$ cat config.mk
export PLATFORM = sky130hd
export DESIGN_NAME = sum16_packet_deframer_unit
export DESIGN_NICKNAME = d
export VERILOG_FILES = /design/src/design/s16df_pkg.sv /design/src/design/sum16_packet_deframer_unit.sv
export SDC_FILE = /design/constraint.sdc
export NUM_CORES = 1
export LEC_CHECK = 0
export BUFFER_PORTS_ARGS = -buffer_cell sky130_fd_sc_hd__buf_2
export CAP_MARGIN = 20
export CELL_PAD_IN_SITES_DETAIL_PLACEMENT = 0
export CELL_PAD_IN_SITES_GLOBAL_PLACEMENT = 2
export CORE_AREA = 2 2 157 159
export DETAILED_ROUTE_END_ITERATION = 10
export DIE_AREA = 0 0 159 161
export PLACE_DENSITY_LB_ADDON = 0.1
export RECOVER_POWER = 50
export SETUP_SLACK_MARGIN = 0.4
export SLEW_MARGIN = 20
export SYNTH_ARGS = -nofsm -noshare
export SYNTH_HDL_FRONTEND = slang
export SYNTH_SLANG_ARGS = --single-unit
$ cat constraint.sdc
create_clock -name clk -period 13.8 [get_ports clk]
set_input_delay 3.45 -clock clk [delete_from_list [all_inputs] [get_ports clk]]
set_output_delay 3.45 -clock clk [all_outputs]
set_load 0.01 [all_outputs]
$ cat src/design/s16df_pkg.sv
// Package for the sum16 packet deframer: frame layout constants and verdict codes.
// No dependencies; imported by sum16_packet_deframer_unit.
`timescale 1ns / 1ps
`default_nettype none

package s16df_pkg;

    // Byte offsets within one frame
    localparam logic [6:0] POS_ADDR     = 7'd2;   // first address byte
    localparam logic [6:0] POS_TYPE     = 7'd6;   // type byte
    localparam logic [6:0] POS_PAYLOAD  = 7'd9;   // first payload byte

    // Frame bytes beyond the payload, and length-field bytes beyond the payload
    localparam logic [6:0] FRAME_EXTRA  = 7'd11;
    localparam logic [6:0] LEN_EXTRA    = 7'd2;

    typedef enum logic [1:0] {
        VERDICT_OK       = 2'd0,
        VERDICT_LEN_ERR  = 2'd1,
        VERDICT_SUM_ERR  = 2'd2
    } verdict_t;

endpackage

`default_nettype wire

$ cat src/design/sum16_packet_deframer_unit.sv
// Top level of the sum16 packet deframer: parses a byte stream into payload bytes and a verdict.
// Depends on s16df_pkg for frame offsets and verdict codes.
//
//  Channel | Handshake            | Payload
//  --------+----------------------+--------------------------------------------------------
//  in      | in_valid / in_ready  | rx_byte, first_byte, expected_len
//  out     | out_valid / out_ready| kind, payload_byte, payload_pos, pkt_header,
//          |                      | pkt_address, pkt_type, verdict
//
// One request per cycle: each accepted byte is parsed in the cycle it is taken, and the
// frame state plus a single output register are updated at that edge. A result appears
// on the output in the cycle after its byte is accepted. The output register lets the input
// keep flowing while a result waits; input stalls only when the output register is full
// and out_ready is low. Reset (rst_n low) clears the parse state and empties the output.
`timescale 1ns / 1ps
`default_nettype none

module sum16_packet_deframer_unit
    import s16df_pkg::*;
#(
    parameter int MAX_PAYLOAD = 64
)
(
    input  wire logic        clk,
    input  wire logic        rst_n,

    input  wire logic        in_valid,
    output logic             in_ready,
    input  wire logic [7:0]  rx_byte,
    input  wire logic        first_byte,
    input  wire logic [6:0]  expected_len,

    output logic             out_valid,
    input  wire logic        out_ready,
    output logic             kind,
    output logic [7:0]       payload_byte,
    output logic [5:0]       payload_pos,
    output logic [15:0]      pkt_header,
    output logic [31:0]      pkt_address,
    output logic [7:0]       pkt_type,
    output logic [1:0]       verdict
);

    localparam logic [6:0] MAX_P = 7'(MAX_PAYLOAD);

    // Frame parse state
    logic [6:0]  byte_pos_reg,    byte_pos_next;
    logic [6:0]  exp_payload_reg, exp_payload_next;
    logic [15:0] header_reg,      header_next;
    logic [31:0] addr_reg,        addr_next;
    logic [7:0]  type_reg,        type_next;
    logic [15:0] len_field_reg,   len_field_next;
    logic [15:0] run_sum_reg,     run_sum_next;
    logic [15:0] rx_sum_reg,      rx_sum_next;

    // Output register
    logic        out_valid_reg,   out_valid_next;
    logic        kind_reg;
    logic [7:0]  payload_byte_reg;
    logic [5:0]  payload_pos_reg;
    logic [15:0] pkt_header_reg;
    logic [31:0] pkt_address_reg;
    logic [7:0]  pkt_type_reg;
    verdict_t    verdict_reg;

    // Per-byte parse results
    logic        accept;
    logic        emit;
    logic        emit_kind;
    verdict_t    emit_verdict;
    logic [6:0]  pos;
    logic [6:0]  exp_eff;
    logic [6:0]  total;
    logic [6:0]  payload_end;
    logic [15:0] header_eff;
    logic [31:0] addr_eff;
    logic [7:0]  type_eff;
    logic [15:0] len_eff;
    logic [15:0] run_eff;
    logic [15:0] rx_eff;

    // Accept a new byte whenever the output register is empty or draining this cycle
    assign in_ready = !out_valid_reg || out_ready;
    assign accept   = in_valid && in_ready;

    always_comb
    begin
        // A start flag drops the frame in progress and samples the new length
        if (first_byte)
        begin
            exp_eff    = (expected_len > MAX_P) ? MAX_P : expected_len;
            pos        = '0;
            header_eff = '0;
            addr_eff   = '0;
            type_eff   = '0;
            len_eff    = '0;
            run_eff    = '0;
            rx_eff     = '0;
        end
        else
        begin
            exp_eff    = exp_payload_reg;
            pos        = byte_pos_reg;
            header_eff = header_reg;
            addr_eff   = addr_reg;
            type_eff   = type_reg;
            len_eff    = len_field_reg;
            run_eff    = run_sum_reg;
            rx_eff     = rx_sum_reg;
        end

        total       = exp_eff + FRAME_EXTRA;
        payload_end = POS_PAYLOAD + exp_eff;

        header_next    = header_eff;
        addr_next      = addr_eff;
        type_next      = type_eff;
        len_field_next = len_eff;
        run_sum_next   = run_eff;
        rx_sum_next    = rx_eff;
        byte_pos_next  = pos;
        emit           = 1'b0;
        emit_kind      = 1'b0;
        emit_verdict   = VERDICT_OK;

        // Bytes past the end of the frame are dropped until the next start flag
        if (pos < total)
        begin
            if (pos < POS_ADDR)
                header_next = {header_eff[7:0], rx_byte};
            else if (pos < POS_TYPE)
                addr_next = {addr_eff[23:0], rx_byte};
            else if (pos == POS_TYPE)
                type_next = rx_byte;
            else if (pos < POS_PAYLOAD)
                len_field_next = {len_eff[7:0], rx_byte};
            else if (pos < payload_end)
                emit = 1'b1;
            else
                rx_sum_next = {rx_eff[7:0], rx_byte};

            // Checksum covers type, length and payload bytes
            if (pos >= POS_TYPE && pos < payload_end)
                run_sum_next = run_eff + {8'd0, rx_byte};

            // The last byte is always the low checksum byte
            if (pos == total - 7'd1)
            begin
                emit      = 1'b1;
                emit_kind = 1'b1;
                if (len_eff != {9'd0, exp_eff + LEN_EXTRA})
                    emit_verdict = VERDICT_LEN_ERR;
                else if (rx_sum_next != run_eff)
                    emit_verdict = VERDICT_SUM_ERR;
                else
                    emit_verdict = VERDICT_OK;
            end

            byte_pos_next = pos + 7'd1;
        end

        exp_payload_next = exp_eff;
    end

    always_comb
    begin
        if (accept && emit)
            out_valid_next = 1'b1;
        else if (out_ready)
            out_valid_next = 1'b0;
        else
            out_valid_next = out_valid_reg;
    end

    // Parse state and output handshake
    always_ff @(posedge clk or negedge rst_n)
    begin
        if (!rst_n)
        begin
            byte_pos_reg    <= '0;
            exp_payload_reg <= '0;
            header_reg      <= '0;
            addr_reg        <= '0;
            type_reg        <= '0;
            len_field_reg   <= '0;
            run_sum_reg     <= '0;
            rx_sum_reg      <= '0;
            out_valid_reg   <= 1'b0;
        end
        else
        begin
            out_valid_reg <= out_valid_next;
            if (accept)
            begin
                byte_pos_reg    <= byte_pos_next;
                exp_payload_reg <= exp_payload_next;
                header_reg      <= header_next;
                addr_reg        <= addr_next;
                type_reg        <= type_next;
                len_field_reg   <= len_field_next;
                run_sum_reg     <= run_sum_next;
                rx_sum_reg      <= rx_sum_next;
            end
        end
    end

    // Result payload: load only when a result is produced
    always_ff @(posedge clk)
    begin
        if (accept && emit)
        begin
            kind_reg         <= emit_kind;
            payload_byte_reg <= emit_kind ? 8'd0 : rx_byte;
            payload_pos_reg  <= emit_kind ? 6'd0 : 6'(pos - POS_PAYLOAD);
            pkt_header_reg   <= header_next;
            pkt_address_reg  <= addr_next;
            pkt_type_reg     <= type_next;
            verdict_reg      <= emit_verdict;
        end
    end

    assign out_valid    = out_valid_reg;
    assign kind         = kind_reg;
    assign payload_byte = payload_byte_reg;
    assign payload_pos  = payload_pos_reg;
    assign pkt_header   = pkt_header_reg;
    assign pkt_address  = pkt_address_reg;
    assign pkt_type     = pkt_type_reg;
    assign verdict      = verdict_reg;

`ifndef SYNTHESIS
    // Position never runs past the end of the current frame
    a_pos_bound: assert property (@(posedge clk) disable iff (!rst_n)
        byte_pos_reg <= exp_payload_reg + FRAME_EXTRA)
        else $error("byte position beyond frame end");

    // Sampled length is always saturated
    a_exp_sat: assert property (@(posedge clk) disable iff (!rst_n)
        exp_payload_reg <= MAX_P)
        else $error("expected payload length not saturated");

    // Last byte of a frame always yields a verdict in the next cycle
    a_last_verdict: assert property (@(posedge clk) disable iff (!rst_n)
        (in_valid && in_ready && !first_byte
            && byte_pos_reg == exp_payload_reg + FRAME_EXTRA - 7'd1)
        |=> (out_valid && kind))
        else $error("missing end-of-frame verdict");
`endif

endmodule

`default_nettype wire

==> flow_metrics.tcl <==
set metrics [dict create \
    run_status "finished with violations" \
    violations "max-capacitance violations, max-slew violations" \
    synthTopCellsByArea "sky130_fd_sc_hd__dfrtp_1, sky130_fd_sc_hd__edfxtp_1, sky130_fd_sc_hd__a22o_1" \
    io_buffer_count 94 \
    ir_worst_vdd_uv 75.7 \
    average_cell_area_after_synthesis_um2 10.4 \
    min-delay-path-class "flop to flop" \
    timing.final.crit_period_ns 10.67 \
    grt_first_pass_wirelength_um 43100 \
    max_slew_margin_pct -164 \
    clock_power_share_pct 36.7 \
    finish.net_count 1068 \
    cap_violations 5 \
    initial_utilization_pct 41.1 \
    pwr-share-comb_pct 17.2 \
    post-dp-hpwl_um 17800 \
    final_replace_weighted_congestion 0.817 \
    setup.worst_path.end_class "flop" \
    summed_negative_setup_slack_over_all_endpoints_ns 0 \
    drc 0 \
    grt_start_max_net_pins 74 \
    flow.area_growth_from_synthesis_pct 13.2 \
    n_antenna_cell 0 \
    cts-hold-fix-buffers 0 \
    placementRows 57 \
    yosys_warnings 0 \
    timing_worst_setup_path_type "primary input to flop" \
    die_area_um2 25600 \
    synth.ff_latch_count 192 \
    drt_pass1_iterations 5 \
    cts_resized 0 \
    skew_ns 0.0146 \
    power_report.internal_total_w 0.00100 \
    sequential_to_total_area_share_from_yosys_stat_pct 52.4 \
    cts.clk_slew.worst_paths_ns 0.07 \
    grt_pass1_vias 7277 \
    layout_cells_sized_above_1_pct 7.46 \
    grt_setup_unrepaired "no" \
    async_reset_ff_share_pct 62.0 \
    power.switching_fraction_pct 31.3 \
    post-cts-setup-buffer-count 0 \
    number_of_enable_type_register_cells_in_the_synthesized_netlist 73 \
    p_total_w 0.00146 \
    wire_per_inst_um 20.1 \
    yosys.area.top_type_share_pct 30.2 \
    critical_path.startpoint_type "primary input" \
    synth_area_um2 9860 \
    power.density_cell_area_nw_per_um2 131 \
    drt-total-wl_um 27200 \
    slew_worst_pin_ns 3.96 \
    dieWidth_um 159 \
    io-pin-count 95 \
    cts.root.buffer_cell "sky130_fd_sc_hd__clkbuf_16" \
    worst_skew_late_latency_ns 0.44 \
    critical_path_arrival_ns 11.03 \
    clock_path_buffers 2 \
    synth_common_cells "sky130_fd_sc_hd__nand2_1, sky130_fd_sc_hd__dfrtp_1, sky130_fd_sc_hd__a22o_1, sky130_fd_sc_hd__edfxtp_1, sky130_fd_sc_hd__a21oi_1" \
    cts_buffers 17 \
    seq_power_share_pct 46.1 \
    first_iter_violations 454 \
    post_synth_num_cell_types 71 \
    drt-vias-per-instance 5.51 \
    clock_sinks 192 \
    timing.critical_path.fanout_max 59 \
    netSwitchingPower_w 0.000457 \
    core-area_um2 24000 \
    leakagePower_nw 4.69 \
    antenna_found_initial 0 \
    synthFlopType "sky130_fd_sc_hd__dfrtp_1" \
    track_usage_pct 21.5 \
    die_height_um 161 \
    final_cycle_share_pct 77.3 \
    cts.htree.levels 4 \
    drv_slew 237 \
    cts_tree "yes" \
    grt_overflow_total 0 \
    post_synth_inst_count 950 \
    max_freq_mhz 93.7 \
    finalSetupViolCount 0 \
    dr_total_vias 7477 \
    synthesis.nets 999 \
    antenna_violating_nets_post_route 0 \
    synth.largest_area_cell "sky130_fd_sc_hd__dfrtp_1" \
    synthMostInstantiatedCell "sky130_fd_sc_hd__nand2_1" \
    hold_viol_final 0 \
    cp_data_required_time_ns 14.16 \
]
[layer usage]
layer | routed length (um) | vias to the layer above | share of wire [%] | global-route usage (%)
li1 | - | 3602 | - | -
met1 | 13100 | 3696 | 48 | 31.1
met2 | 13000 | 158 | 48 | 34.7
met3 | 862 | 21 | 3.2 | 2.90
met4 | 318 | 0 | 1.2 | 5.12
met5 | 0 | - | 0 | 0
[power by group through the flow]
stage / clock [W] / sequential [W] / combinational (W)
after floorplan: 0 / 0.000672 / 0.000180
after global placement: 0 / 0.000686 / 0.000254
after detailed placement: 0 / 0.000686 / 0.000254
after CTS: 0.000547 / 0.000674 / 0.000255
after global routing: 0.000568 / 0.000680 / 0.000283
final: 0.000536 / 0.000674 / 0.000251
[layout make-up]
type | count | area, um^2
well taps | 324 | 405
inverters | 30 | 113
fillers | 2313 | 12800
clock inverters | 15 | 216
flip-flops and latches | 192 | 5170
clock buffers | 17 | 425
multi-input cells | 672 | 4370
repair buffers | 106 | 453
[final timing paths]
check | start | to | slack, ns | depth (start not counted)
max | first_byte | rx_sum_reg[9] | 3.13 | 12
min reg2reg | type_reg[7] | type_reg[7] | 0.49 | 1
min | type_reg[7] | type_reg[7] | 0.49 | 1
max reg2reg | exp_payload_reg[1] | rx_sum_reg[9] | 8.41 | 16
max in group asynchronous | rst_n | addr_reg[8] | 5.38 | 2
min in group asynchronous | rst_n | exp_payload_reg[6] | 4.37 | 1
[cells in the final DEF, fill, tap and decap left out, drive strengths merged, types with 10 or more instances in the layout]
cell | Yosys | final
xor2 | 19 | 19
edfxtp | 73 | 73
a22o | 73 | 73
ha | 28 | 28
a22oi | 11 | 11
inv | 30 | 37
nor3 | 12 | 12
nor2 | 49 | 49
nand2 | 147 | 147
dfrtp | 119 | 119
a21o | 13 | 13
clkbuf | 50 | 97
a31oi | 14 | 14
xnor2 | 36 | 36
o21ai | 42 | 42
nand3 | 30 | 30
and3 | 10 | 10
nor2b | 18 | 18
a21oi | 54 | 54
buf | 6 | 26
[worst max-delay path: stages]
cell	delay (ns)
sky130_fd_sc_hd__clkbuf_1	2.04
sky130_fd_sc_hd__clkbuf_1	1.48
sky130_fd_sc_hd__nor2b_1	0.61
sky130_fd_sc_hd__ha_1	0.49
sky130_fd_sc_hd__o21a_1	0.11
sky130_fd_sc_hd__o21a_1	0.09
sky130_fd_sc_hd__o21ai_0	0.09
sky130_fd_sc_hd__a21oi_1	0.14
sky130_fd_sc_hd__clkbuf_1	0.51
sky130_fd_sc_hd__nor2_1	0.14
sky130_fd_sc_hd__o21ai_0	1.49
sky130_fd_sc_hd__a22o_1	0.35
[stage by stage]
stage / util [%] / instance area [um^2] / cells / setup WS, ns / hold slack, ns
after detailed placement: 44.4 / 10600 / 1324 / 5.31 / 0.476
final: 46.5 / 11200 / 1356 / 3.13 / 0.493
after CTS: 47.0 / 11300 / 1356 / 5.78 / 0.495
after global routing: 46.5 / 11200 / 1356 / 2.76 / 0.522
after floorplan: - / 9860 / 950 / 5.04 / 0.451
after global placement: 44.3 / 10600 / 1324 / 5.42 / 0.477
[kinds of logic after synthesis]
family	synth area share [%]
adder cells (fa/ha/maj)	3.76
flip-flops	52.4
buffers and inverters	3.45
multiplexers	1.23
AND/OR/NAND/NOR	15.4
AO/OA/AOI/OAI	18.3
XOR/XNOR	5.34
Note: power is estimated with default switching activity, not from simulation.
